### src/sv/mfx_pkg.sv
// Shared types and constants for the message fragmenter.
// No dependencies; imported by every module of the block.
package mfx_pkg;

    // Fragment header length in bytes
    localparam int unsigned HDR_BYTES   = 14;
    localparam int unsigned HDR_CNT_W   = $clog2(HDR_BYTES + 1);
    // Queue between the classifier and the byte emitter
    localparam int unsigned QUEUE_DEPTH = 4;

    // Fixed header bytes
    localparam logic [7:0] MAGIC_B     = 8'h42;
    localparam logic [7:0] MAGIC_C     = 8'h43;
    localparam logic [7:0] HDR_RSVD    = 8'h00;
    localparam logic [7:0] FLAG_SINGLE = 8'h00;
    localparam logic [7:0] FLAG_FRAG   = 8'h01;

    // Configuration register indexes
    localparam int unsigned CFG_IDX_W = 3;
    localparam logic [CFG_IDX_W-1:0] CFG_KEY_WORD_0   = 3'd0;
    localparam logic [CFG_IDX_W-1:0] CFG_KEY_WORD_1   = 3'd1;
    localparam logic [CFG_IDX_W-1:0] CFG_KEY_WORD_2   = 3'd2;
    localparam logic [CFG_IDX_W-1:0] CFG_KEY_WORD_3   = 3'd3;
    localparam logic [CFG_IDX_W-1:0] CFG_MAX_FRAGS    = 3'd4;
    localparam logic [CFG_IDX_W-1:0] CFG_FORMAT_VER   = 3'd5;

    localparam logic [7:0] MAX_FRAGS_RESET = 8'd255;
    localparam logic [7:0] FORMAT_VER_RESET = 8'd1;

    // One queued work entry: either a rejection or a payload byte that may
    // need a header in front of it
    typedef struct packed {
        logic        status;      // message rejected
        logic        hdr;         // emit a header before this byte
        logic [7:0]  data;        // scrambled payload byte
        logic [7:0]  frag_num;
        logic        last_frag;
        logic        last_msg;
        logic [15:0] msg_len;
        logic [31:0] msg_id;
        logic [7:0]  frag_total;
        logic        fragmented;
    } t_cmd;

endpackage

### src/sv/mfx_front.sv
// Front end of the fragmenter: accepts message bytes, keeps message state,
// scrambles payload and produces queue entries. Depends on mfx_pkg.
module mfx_front
    import mfx_pkg::*;
#(
    parameter int unsigned PACKET_BYTES = 128
) (
    input  logic         i_clk,
    input  logic         i_rst_n,
    input  logic         i_valid,
    input  logic         i_ready,
    input  logic [7:0]   i_data_byte,
    input  logic         i_first_of_message,
    input  logic [15:0]  i_message_length,
    input  logic [255:0] i_key,
    input  logic [7:0]   i_max_frags,
    output logic         o_push,
    output t_cmd         o_cmd
);

    localparam int unsigned PAYLOAD   = PACKET_BYTES - HDR_BYTES;
    localparam int unsigned DIV_SHIFT = 25;
    localparam int unsigned PROD_W    = 17 + DIV_SHIFT;
    localparam logic [DIV_SHIFT-1:0] DIV_MAGIC =
        DIV_SHIFT'(((64'd1 << DIV_SHIFT) + 64'(PAYLOAD) - 64'd1) / 64'(PAYLOAD));
    localparam logic [16:0] PAY_M1  = 17'(PAYLOAD - 1);
    localparam logic [15:0] PAY_16  = 16'(PAYLOAD);
    localparam logic [8:0]  PAY_9   = 9'(PAYLOAD);

    logic [31:0] r_next_id, n_next_id;
    logic [31:0] r_cur_id, n_cur_id;
    logic [15:0] r_cur_len, n_cur_len;
    logic [15:0] r_bytes_done, n_bytes_done;
    logic [7:0]  r_bif, n_bif;
    logic [7:0]  r_frag_num, n_frag_num;
    logic [7:0]  r_frag_total, n_frag_total;
    logic        r_fragmented, n_fragmented;
    logic        r_dropping, n_dropping;

    logic              accept;
    logic [16:0]       div_in;
    logic [PROD_W-1:0] prod;
    logic [16:0]       frag_count;
    logic              too_many;
    logic              do_byte;
    logic [15:0]       e_len;
    logic [15:0]       e_done;
    logic [7:0]        e_bif;
    logic [7:0]        e_frag_num;
    logic [7:0]        e_total;
    logic              e_fragmented;
    logic [31:0]       e_id;
    logic              last_msg;
    logic              last_frag;

    assign accept = i_valid & i_ready;

    // Ceiling division by the payload size through an exact reciprocal
    assign div_in     = {1'b0, i_message_length} + PAY_M1;
    assign prod       = PROD_W'(div_in) * PROD_W'(DIV_MAGIC);
    assign frag_count = prod[PROD_W-1:DIV_SHIFT];
    assign too_many   = frag_count > {9'b0, i_max_frags};

    always_comb begin
        n_next_id    = r_next_id;
        n_cur_id     = r_cur_id;
        n_cur_len    = r_cur_len;
        n_bytes_done = r_bytes_done;
        n_bif        = r_bif;
        n_frag_num   = r_frag_num;
        n_frag_total = r_frag_total;
        n_fragmented = r_fragmented;
        n_dropping   = r_dropping;
        e_len        = r_cur_len;
        e_done       = r_bytes_done;
        e_bif        = r_bif;
        e_frag_num   = r_frag_num;
        e_total      = r_frag_total;
        e_fragmented = r_fragmented;
        e_id         = r_cur_id;
        do_byte      = 1'b0;
        last_msg     = 1'b0;
        last_frag    = 1'b0;
        o_push       = 1'b0;
        o_cmd        = '0;

        if (accept) begin
            if (i_first_of_message) begin
                // Abandon whatever was in progress
                n_dropping   = 1'b0;
                n_bytes_done = '0;
                n_bif        = '0;
                n_frag_num   = '0;
                n_cur_len    = i_message_length;
                e_len        = i_message_length;
                e_done       = '0;
                e_bif        = '0;
                e_frag_num   = '0;
                if (i_message_length == 16'd0) begin
                    n_dropping = 1'b1;
                end else if (too_many) begin
                    n_dropping   = 1'b1;
                    o_push       = 1'b1;
                    o_cmd.status = 1'b1;
                end else begin
                    n_frag_total = frag_count[7:0];
                    n_fragmented = i_message_length > PAY_16;
                    n_cur_id     = r_next_id;
                    n_next_id    = r_next_id + 32'd1;
                    e_total      = frag_count[7:0];
                    e_fragmented = i_message_length > PAY_16;
                    e_id         = r_next_id;
                    do_byte      = 1'b1;
                end
            end else if (!r_dropping && (r_bytes_done < r_cur_len)) begin
                do_byte = 1'b1;
            end
        end

        if (do_byte) begin
            last_msg  = ({1'b0, e_done} + 17'd1) == {1'b0, e_len};
            last_frag = last_msg || (({1'b0, e_bif} + 9'd1) == PAY_9);

            o_push           = 1'b1;
            o_cmd.hdr        = (e_bif == 8'd0);
            o_cmd.data       = i_data_byte ^ i_key[{e_bif[4:0], 3'b000} +: 8];
            o_cmd.frag_num   = e_frag_num;
            o_cmd.last_frag  = last_frag;
            o_cmd.last_msg   = last_msg;
            o_cmd.msg_len    = e_len;
            o_cmd.msg_id     = e_id;
            o_cmd.frag_total = e_total;
            o_cmd.fragmented = e_fragmented;

            n_bytes_done = e_done + 16'd1;
            if (last_frag) begin
                n_bif = '0;
                if (!last_msg) begin
                    n_frag_num = e_frag_num + 8'd1;
                end
            end else begin
                n_bif = e_bif + 8'd1;
            end
        end
    end

    always_ff @(posedge i_clk) begin
        if (!i_rst_n) begin
            r_next_id    <= 32'd1;
            r_cur_id     <= '0;
            r_cur_len    <= '0;
            r_bytes_done <= '0;
            r_bif        <= '0;
            r_frag_num   <= '0;
            r_frag_total <= '0;
            r_fragmented <= 1'b0;
            r_dropping   <= 1'b0;
        end else begin
            r_next_id    <= n_next_id;
            r_cur_id     <= n_cur_id;
            r_cur_len    <= n_cur_len;
            r_bytes_done <= n_bytes_done;
            r_bif        <= n_bif;
            r_frag_num   <= n_frag_num;
            r_frag_total <= n_frag_total;
            r_fragmented <= n_fragmented;
            r_dropping   <= n_dropping;
        end
    end

endmodule

### src/sv/mfx_queue.sv
// Short FIFO of work entries between front end and byte emitter.
// Depends on mfx_pkg for the entry type and depth.
module mfx_queue
    import mfx_pkg::*;
(
    input  logic i_clk,
    input  logic i_rst_n,
    input  logic i_push,
    input  t_cmd i_cmd,
    input  logic i_pop,
    output logic o_full,
    output logic o_nonempty,
    output t_cmd o_head
);

    localparam int unsigned PTR_W = $clog2(QUEUE_DEPTH);
    localparam int unsigned CNT_W = $clog2(QUEUE_DEPTH + 1);

    t_cmd             r_mem [QUEUE_DEPTH];
    logic [PTR_W-1:0] r_wr_ptr, r_rd_ptr;
    logic [CNT_W-1:0] r_count, n_count;

    assign o_full     = r_count == CNT_W'(QUEUE_DEPTH);
    assign o_nonempty = r_count != '0;
    assign o_head     = r_mem[r_rd_ptr];

    always_comb begin
        n_count = r_count;
        if (i_push && !i_pop) begin
            n_count = r_count + CNT_W'(1);
        end else if (!i_push && i_pop) begin
            n_count = r_count - CNT_W'(1);
        end
    end

    always_ff @(posedge i_clk) begin
        if (i_push) begin
            r_mem[r_wr_ptr] <= i_cmd;
        end
    end

    always_ff @(posedge i_clk) begin
        if (!i_rst_n) begin
            r_wr_ptr <= '0;
            r_rd_ptr <= '0;
            r_count  <= '0;
        end else begin
            r_count <= n_count;
            if (i_push) begin
                r_wr_ptr <= r_wr_ptr + PTR_W'(1);
            end
            if (i_pop) begin
                r_rd_ptr <= r_rd_ptr + PTR_W'(1);
            end
        end
    end

endmodule

### src/sv/mfx_back.sv
// Byte emitter: expands queued entries into header and payload bytes, or a
// status item for a rejection, and drives the output register. Depends on mfx_pkg.
module mfx_back
    import mfx_pkg::*;
(
    input  logic       i_clk,
    input  logic       i_rst_n,
    input  logic       i_nonempty,
    input  t_cmd       i_head,
    input  logic [7:0] i_format_version,
    input  logic       i_stall,
    output logic       o_pop,
    output logic       o_valid,
    output logic [7:0] o_out_byte,
    output logic       o_is_header,
    output logic [7:0] o_fragment_index,
    output logic       o_last_in_fragment,
    output logic       o_last_in_message,
    output logic       o_status
);

    logic [HDR_CNT_W-1:0] r_hdr_cnt;
    logic                 r_valid;
    logic [7:0]           r_byte;
    logic                 r_is_hdr;
    logic [7:0]           r_frag_idx;
    logic                 r_last_frag;
    logic                 r_last_msg;
    logic                 r_status;

    logic       advance;
    logic       in_hdr;
    logic [7:0] hdr_tab [HDR_BYTES];

    assign advance = !r_valid || !i_stall;
    assign in_hdr  = i_head.hdr && (r_hdr_cnt != HDR_CNT_W'(HDR_BYTES));
    assign o_pop   = advance && i_nonempty && !in_hdr;

    always_comb begin
        hdr_tab[0]  = MAGIC_B;
        hdr_tab[1]  = MAGIC_C;
        hdr_tab[2]  = HDR_RSVD;
        hdr_tab[3]  = HDR_RSVD;
        hdr_tab[4]  = i_format_version;
        hdr_tab[5]  = i_head.fragmented ? FLAG_FRAG : FLAG_SINGLE;
        hdr_tab[6]  = i_head.msg_len[15:8];
        hdr_tab[7]  = i_head.msg_len[7:0];
        hdr_tab[8]  = i_head.msg_id[31:24];
        hdr_tab[9]  = i_head.msg_id[23:16];
        hdr_tab[10] = i_head.msg_id[15:8];
        hdr_tab[11] = i_head.msg_id[7:0];
        hdr_tab[12] = i_head.frag_num;
        hdr_tab[13] = i_head.frag_total;
    end

    // Header counter and output valid
    always_ff @(posedge i_clk) begin
        if (!i_rst_n) begin
            r_valid   <= 1'b0;
            r_hdr_cnt <= '0;
        end else if (advance) begin
            r_valid <= i_nonempty;
            if (i_nonempty) begin
                r_hdr_cnt <= in_hdr ? r_hdr_cnt + HDR_CNT_W'(1) : '0;
            end
        end
    end

    // Output payload: hold while stalled
    always_ff @(posedge i_clk) begin
        if (advance && i_nonempty) begin
            if (in_hdr) begin
                r_byte      <= hdr_tab[r_hdr_cnt];
                r_is_hdr    <= 1'b1;
                r_frag_idx  <= i_head.frag_num;
                r_last_frag <= 1'b0;
                r_last_msg  <= 1'b0;
                r_status    <= 1'b0;
            end else if (i_head.status) begin
                r_byte      <= '0;
                r_is_hdr    <= 1'b0;
                r_frag_idx  <= '0;
                r_last_frag <= 1'b0;
                r_last_msg  <= 1'b0;
                r_status    <= 1'b1;
            end else begin
                r_byte      <= i_head.data;
                r_is_hdr    <= 1'b0;
                r_frag_idx  <= i_head.frag_num;
                r_last_frag <= i_head.last_frag;
                r_last_msg  <= i_head.last_msg;
                r_status    <= 1'b0;
            end
        end
    end

    assign o_valid            = r_valid;
    assign o_out_byte         = r_byte;
    assign o_is_header        = r_is_hdr;
    assign o_fragment_index   = r_frag_idx;
    assign o_last_in_fragment = r_last_frag;
    assign o_last_in_message  = r_last_msg;
    assign o_status           = r_status;

endmodule

### src/sv/message_fragmenter_xor_core.sv
// Message fragmenter top level: configuration registers, front end, queue
// and byte emitter. Depends on mfx_pkg, mfx_front, mfx_queue and mfx_back.
//
// Takes a serialised message one byte per item and emits it as fragments of
// up to PACKET_BYTES-14 payload bytes, each led by a 14-byte header (magic
// 'B' 'C', two reserved zero bytes, format version, flags, big-endian
// length, big-endian 32-bit message id, fragment number, fragment total).
// Payload bytes are XORed with the 32-byte key, restarting at key byte 0 in
// every fragment. A message needing more fragments than max_fragments gives
// a single item with status set and consumes no id; its remaining bytes are
// dropped. Rate: the output side delivers one item per cycle while it is not
// stalled and has work queued. An input item that does not open a fragment
// gives one output item; one that opens a fragment gives fifteen (fourteen
// header bytes, then its payload byte), so the input side stalls once the
// four-entry work queue has filled. An accepted item passes through the
// work queue and then the output register. The first byte of a message
// goes through one constant-reciprocal multiplier that counts the
// fragments. Keep configuration writes to idle periods; the key and
// version are read while items are in flight.
module message_fragmenter_xor_core
    import mfx_pkg::*;
#(
    parameter int unsigned PACKET_BYTES = 128
) (
    input  logic                 i_clk,
    input  logic                 i_rst_n,
    // Configuration write port
    input  logic                 i_cfg_we,
    input  logic [CFG_IDX_W-1:0] i_cfg_idx,
    input  logic [63:0]          i_cfg_data,
    // Input channel
    input  logic                 i_in_valid,
    output logic                 o_in_stall,
    input  logic [7:0]           i_data_byte,
    input  logic                 i_first_of_message,
    input  logic [15:0]          i_message_length,
    // Output channel
    output logic                 o_out_valid,
    input  logic                 i_out_stall,
    output logic [7:0]           o_out_byte,
    output logic                 o_is_header,
    output logic [7:0]           o_fragment_index,
    output logic                 o_last_in_fragment,
    output logic                 o_last_in_message,
    output logic                 o_status
);

    logic [63:0] r_key_word_0;
    logic [63:0] r_key_word_1;
    logic [63:0] r_key_word_2;
    logic [63:0] r_key_word_3;
    logic [7:0]  r_max_frags;
    logic [7:0]  r_format_ver;

    logic q_full;
    logic q_nonempty;
    logic q_push;
    logic q_pop;
    t_cmd q_in;
    t_cmd q_head;

    // Configuration registers; unknown indexes are dropped
    always_ff @(posedge i_clk) begin
        if (!i_rst_n) begin
            r_key_word_0 <= '0;
            r_key_word_1 <= '0;
            r_key_word_2 <= '0;
            r_key_word_3 <= '0;
            r_max_frags  <= MAX_FRAGS_RESET;
            r_format_ver <= FORMAT_VER_RESET;
        end else if (i_cfg_we) begin
            case (i_cfg_idx)
                CFG_KEY_WORD_0: r_key_word_0 <= i_cfg_data;
                CFG_KEY_WORD_1: r_key_word_1 <= i_cfg_data;
                CFG_KEY_WORD_2: r_key_word_2 <= i_cfg_data;
                CFG_KEY_WORD_3: r_key_word_3 <= i_cfg_data;
                CFG_MAX_FRAGS:  r_max_frags  <= i_cfg_data[7:0];
                CFG_FORMAT_VER: r_format_ver <= i_cfg_data[7:0];
                default: ;
            endcase
        end
    end

    // Stall input only when the work queue is full
    assign o_in_stall = q_full;

    mfx_front #(
        .PACKET_BYTES (PACKET_BYTES)
    ) u_front (
        .i_clk              (i_clk),
        .i_rst_n            (i_rst_n),
        .i_valid            (i_in_valid),
        .i_ready            (!q_full),
        .i_data_byte        (i_data_byte),
        .i_first_of_message (i_first_of_message),
        .i_message_length   (i_message_length),
        .i_key              ({r_key_word_3, r_key_word_2, r_key_word_1, r_key_word_0}),
        .i_max_frags        (r_max_frags),
        .o_push             (q_push),
        .o_cmd              (q_in)
    );

    mfx_queue u_queue (
        .i_clk      (i_clk),
        .i_rst_n    (i_rst_n),
        .i_push     (q_push),
        .i_cmd      (q_in),
        .i_pop      (q_pop),
        .o_full     (q_full),
        .o_nonempty (q_nonempty),
        .o_head     (q_head)
    );

    mfx_back u_back (
        .i_clk              (i_clk),
        .i_rst_n            (i_rst_n),
        .i_nonempty         (q_nonempty),
        .i_head             (q_head),
        .i_format_version   (r_format_ver),
        .i_stall            (i_out_stall),
        .o_pop              (q_pop),
        .o_valid            (o_out_valid),
        .o_out_byte         (o_out_byte),
        .o_is_header        (o_is_header),
        .o_fragment_index   (o_fragment_index),
        .o_last_in_fragment (o_last_in_fragment),
        .o_last_in_message  (o_last_in_message),
        .o_status           (o_status)
    );

endmodule

### config.mk
export PLATFORM = sky130hd
export DESIGN_NAME = message_fragmenter_xor_core
export DESIGN_NICKNAME = d
export VERILOG_FILES = /design/src/sv/mfx_pkg.sv /design/src/sv/mfx_front.sv /design/src/sv/mfx_queue.sv /design/src/sv/mfx_back.sv /design/src/sv/message_fragmenter_xor_core.sv
export SDC_FILE = /design/constraint.sdc
export NUM_CORES = 2
export LEC_CHECK = 0
export ABC_AREA = 0
export BUFFER_PORTS_ARGS = -buffer_cell sky130_fd_sc_hd__clkbuf_2
export CORE_MARGIN = 3
export CORE_UTILIZATION = 60
export CTS_BUF_LIST = sky130_fd_sc_hd__clkbuf_8
export DETAILED_ROUTE_END_ITERATION = 10
export GPL_TIMING_DRIVEN = 0
export PLACE_DENSITY = 0.77
export SLEW_MARGIN = 40
export SYNTH_ARGS = -nofsm -noshare
export SYNTH_HDL_FRONTEND = slang
export SYNTH_HIERARCHICAL = 1
export SYNTH_SLANG_ARGS = --single-unit
export TNS_END_PERCENT = 30
### constraint.sdc
create_clock -name i_clk -period 14.9 [get_ports i_clk]
set_input_delay 0 -clock i_clk [delete_from_list [all_inputs] [get_ports i_clk]]
set_output_delay 0 -clock i_clk [all_outputs]
set_load 0.005 [all_outputs]
==> results summary <==
The post-detailed-placement half-perimeter wirelength came out at 80540 µm. In this run the remaining antenna-violating nets after routing total 0. The switching portion of total power is 40.28%. The clock buffer count from CTS is 113.

The proportion of power drawn by flip-flops and latches came out at 30.5%. The leakage component of the power came out at 17.78 nW. The tree is rooted in a sky130_fd_sc_hd__clkbuf_8. The number of antenna violations at the first check in global routing is 2. The number of max-slew violations in the final report came out at 0. From synthesis to final layout, the design area changed by 13.80%. The number of rows in the core area came out at 91. The first global-routing pass estimated 167200 µm of wire. The share of final-layout standard cells stronger than drive strength 1 is 12.70%.

The initial standard-cell utilization of the core came out at 61.16%. In this run the biggest area consumer among cell types represents 25.86% of the synthesized area. Of all cell types, the one taking the most synthesized area is sky130_fd_sc_hd__edfxtp_1. Synthesis produced 3537 cells. The number of enable flip-flop cells after synthesis is 328. The commonest register cell after synthesis is sky130_fd_sc_hd__dfxtp_1.

The sum of routed wire length over all layers came out at 109700 µm. The final number of hold-violating endpoints came out at 0. The via count of the first global-routing pass came out at 28300. The post-layout minimum cycle time is 10490 ps. The clock arrives with 54.64 ps of skew.

In this run the power spent charging and discharging nets is 3.170 mW. The die height is 258.0 µm. The critical path class is in2reg. The count of unique library cells instantiated by Yosys came out at 87. STA classifies the critical path endpoint as a flop. The internal power component is 4.699 mW.

The count of warnings emitted by yosys came out at 6. Setup repair after global routing left no endpoint under its margin. The first detailed-routing pass ran for 9 iterations. In this run the tightest slew margin relative to its limit is 39.40%. The dominant cell type by count on the critical path is sky130_fd_sc_hd__fa_1. Across all layers, the routed design uses 29420 vias. The number of gates given a new drive strength after cts is 0.

Each instance of the synthesized netlist takes up on average 10.77 µm². The cell area power density is 181.5 mW/mm². The CTS sink count is 736.

Measured along the x axis, the die boundary spans 258.0 µm. The fraction of the mapped netlist area in adder cells is 9.789%. Dividing the final minimum period by the clock period gives 70.44%. The arrival time at the worst endpoint came out at 10960 ps.

The max capacitance violation total is 0. In this run, placement finished with an instance count of 4496. The mux share of post-synthesis cell area is 12.83%. The share of synthesized registers carrying an async set or reset is 0%. The worst-case vdd ir drop came out at 0.2263 mV.

The cell area that synthesis handed to floorplanning was 0.03809 mm². The post-CTS setup buffer count is 0. The total global-route track usage came out at 32.74%.

The setup-violating endpoint count in the final report came out at 0. For this design, the slowest cell found on the critical path is sky130_fd_sc_hd__dlygate4sd3_1. The clock network burns 22.2% of the power.

The compound-cell area share of the yosys netlist came out at 8.574%. The H-tree generated during clock tree synthesis spans 3 levels. The latest clock arrival within the worst-skew pair is 740 ps. The worst-case clock buffer depth is 3. The run finished with clean final reports. The die outline area is 0.06654 mm². The pin slew with the least headroom to its limit came out at 902.9 ps.

For the final routed database, the setup TNS stands at 0 ps. For this run the aggregate overflow at the end of global routing stands at 0. The required time of the worst setup path is 15370 ps. The mean number of vias per cell came out at 6.110. The per-cell routed wire length is 22.78 µm.

The register bit total from synthesis is 736. After clock tree synthesis, the clock-pin slew on the worst setup and hold paths is 60 ps. The global placement routability congestion is 0.9867. For this block, the initial DRC count from the detailed router was 3264.

The number of buffers added on ports came out at 114. The net count of the mapped netlist is 3881. The path class of the tightest hold or removal check is in2reg.

The main combinational cell family by area after synthesis is simple AND/OR/NAND/NOR gates. The largest fanout of any net on the critical path came out at 10. Buffers inserted to repair hold after CTS numbered 100. Yosys attributes the largest share of cell area to sky130_fd_sc_hd__edfxtp_1, sky130_fd_sc_hd__dfxtp_1, sky130_fd_sc_hd__mux2i_1, sky130_fd_sc_hd__nand2_1, sky130_fd_sc_hd__ha_1. The xor-xnor portion of the synthesized cell area came out at 2.043%.

The count of non-filler cells in the finished layout came out at 4815. After detailed routing, the number of remaining DRC violations is 0. On the final layout, the worst hold slack is 116.2 ps. TritonCTS built the clock tree. After floorplanning, the core was sized to cover 0.06228 mm². The critical path launch point type is a primary input. The maximum number of pins on one net before global-route repair came out at 34. The simple-gate portion of the synthesized area came out at 14.12%. The delay of the slowest critical-path stage is 580 ps.

After the last flow step, the layout net total stands at 4218. The maximum clock rate came out at 0.09528 GHz. The post-synthesis sequential area ratio came out at 47.30%.

The number of placed I/O pins came out at 119. The part of the power in combinational logic is 47.3%.
==> kinds of logic after synthesis <==
group / after synthesis
buffers and inverters: 420
adders and majority gates: 247
xor gates and xnor gates: 88
DFF: 736
muxes: 386
and+or+nand+nor: 1175
AOI/OAI and AO/OA: 485
==> synthesized netlist by cell type, types with 33 or more instances <==
library cell,number
sky130_fd_sc_hd__a21oi_1,178
sky130_fd_sc_hd__o21ai_0,48
sky130_fd_sc_hd__mux2i_1,292
sky130_fd_sc_hd__nor2_1,117
sky130_fd_sc_hd__ha_1,162
sky130_fd_sc_hd__clkbuf_1,126
sky130_fd_sc_hd__and3_1,60
sky130_fd_sc_hd__a211oi_1,52
sky130_fd_sc_hd__a311oi_1,34
sky130_fd_sc_hd__inv_1,197
sky130_fd_sc_hd__dfxtp_1,408
sky130_fd_sc_hd__buf_2,38
sky130_fd_sc_hd__nand2_1,678
sky130_fd_sc_hd__fa_1,85
sky130_fd_sc_hd__nand3_1,81
sky130_fd_sc_hd__a221oi_1,42
sky130_fd_sc_hd__mux4_2,79
sky130_fd_sc_hd__xor2_1,39
sky130_fd_sc_hd__and2_1,34
sky130_fd_sc_hd__nor2b_1,33
sky130_fd_sc_hd__xnor2_1,48
sky130_fd_sc_hd__edfxtp_1,328
sky130_fd_sc_hd__nor3_1,34
==> worst max-delay path: cells and delay by family <==
kind / cells / cell delay [ps]
adders and majority gates: 8 / 3610
AOI/OAI and AO/OA: 12 / 2910
buffers and inverters: 7 / 1950
and+or+nand+nor: 5 / 1660
xor gates and xnor gates: 2 / 830
==> worst paths after layout <==
kind | startpoint | to | slack [ps] | cells after the start
hold reg to reg | u_front/r_cur_id[7] | u_front/r_cur_id[7] | 450 | 2
hold / removal | i_message_length[7] | u_front/r_cur_len[7] | 120 | 3
setup / recovery | i_message_length[5] | u_queue/r_mem[0][57] | 4410 | 34
setup reg to reg | u_queue/r_count[0] | u_front/r_bif[1] | 7950 | 18
==> layout make-up <==
class	count	area, µm²
clock buffer	134	1844
buffer	220	1289
timing repair buffer	222	1739
clock inverter	82	556.8
antenna	3	7.507
tap	837	1047
fill	4662	18930
multi-input combinational	2381	18090
sequential	736	18020
inverter	200	750.7
==> metal layers <==
metal	up-vias	track usage, %	share of wire, %
met4	0	10.90	3.6
met5	-	0	0
li1	13310	-	-
met3	276	6.247	9.7
met2	1573	50.57	45
met1	14260	46.84	42
==> flip-flops by register name, summed over array words and instances (netlist names), 2 cells and up, named ones only <==
signal,flops
u_back/r_hdr_cnt,4
u_back/o_fragment_index,8
u_front/r_frag_total,8
u_front/r_next_id,32
u_front/r_bif,8
r_max_frags,8
u_queue/r_rd_ptr,2
u_queue/r_wr_ptr,2
u_back/o_out_byte,8
u_queue/r_count,3
u_front/r_cur_len,16
r_key_word_3,64
u_front/r_frag_num,8
r_key_word_0,64
r_format_ver,8
r_key_word_2,64
r_key_word_1,64
u_front/r_cur_id,32
u_front/r_bytes_done,16
u_queue/r_mem,308
==> per-stage QoR <==
stage | total power [mW] | utilization (%) | area, µm² | setup slack [ps]
3_3_place_gp | 6.000 | 63.75 | 39710 | 4218
5_1_grt | 8.412 | 69.59 | 43340 | 4056
3_5_place_dp | 6.062 | 64.11 | 39930 | 4389
6_report | 7.869 | 69.60 | 43350 | 4405
4_1_cts | 7.840 | 69.57 | 43330 | 4611
2_1_floorplan | 5.042 | - | 38090 | 6390
==> layout by cell type, fill, tap and decap left out, drive strengths merged, types with 10 or more instances in the layout <==
| master | n |
|---|---|
| clkinv | 33 |
| and3 | 60 |
| o211ai | 10 |
| nand4 | 30 |
| a311oi | 34 |
| buf | 100 |
| nand3b | 12 |
| or4 | 31 |
| nor3 | 34 |
| a31oi | 16 |
| o31ai | 28 |
| a21o | 13 |
| a221oi | 46 |
| mux2 | 15 |
| ha | 162 |
| xor2 | 39 |
| inv | 241 |
| nor2b | 33 |
| mux2i | 292 |
| a211oi | 52 |
| xnor2 | 49 |
| or3 | 16 |
| mux4 | 79 |
| clkbuf | 376 |
| a21oi | 180 |
| o21ai | 49 |
| fa | 85 |
| nand3 | 81 |
| and2 | 35 |
| dlygate4sd3 | 100 |
| nand2 | 680 |
| edfxtp | 328 |
| nor2 | 118 |
| dfxtp | 408 |
==> power by group through the flow <==
stage | Sequential, mW | Combinational, mW | Clock (mW)
after floorplan | 2.43 | 2.61 | 0
after global placement | 2.44 | 3.56 | 0
after detailed placement | 2.44 | 3.62 | 0
after CTS | 2.40 | 3.68 | 1.76
after global routing | 2.41 | 4.15 | 1.85
final | 2.40 | 3.72 | 1.75
Power figures use the tool's default switching activity.
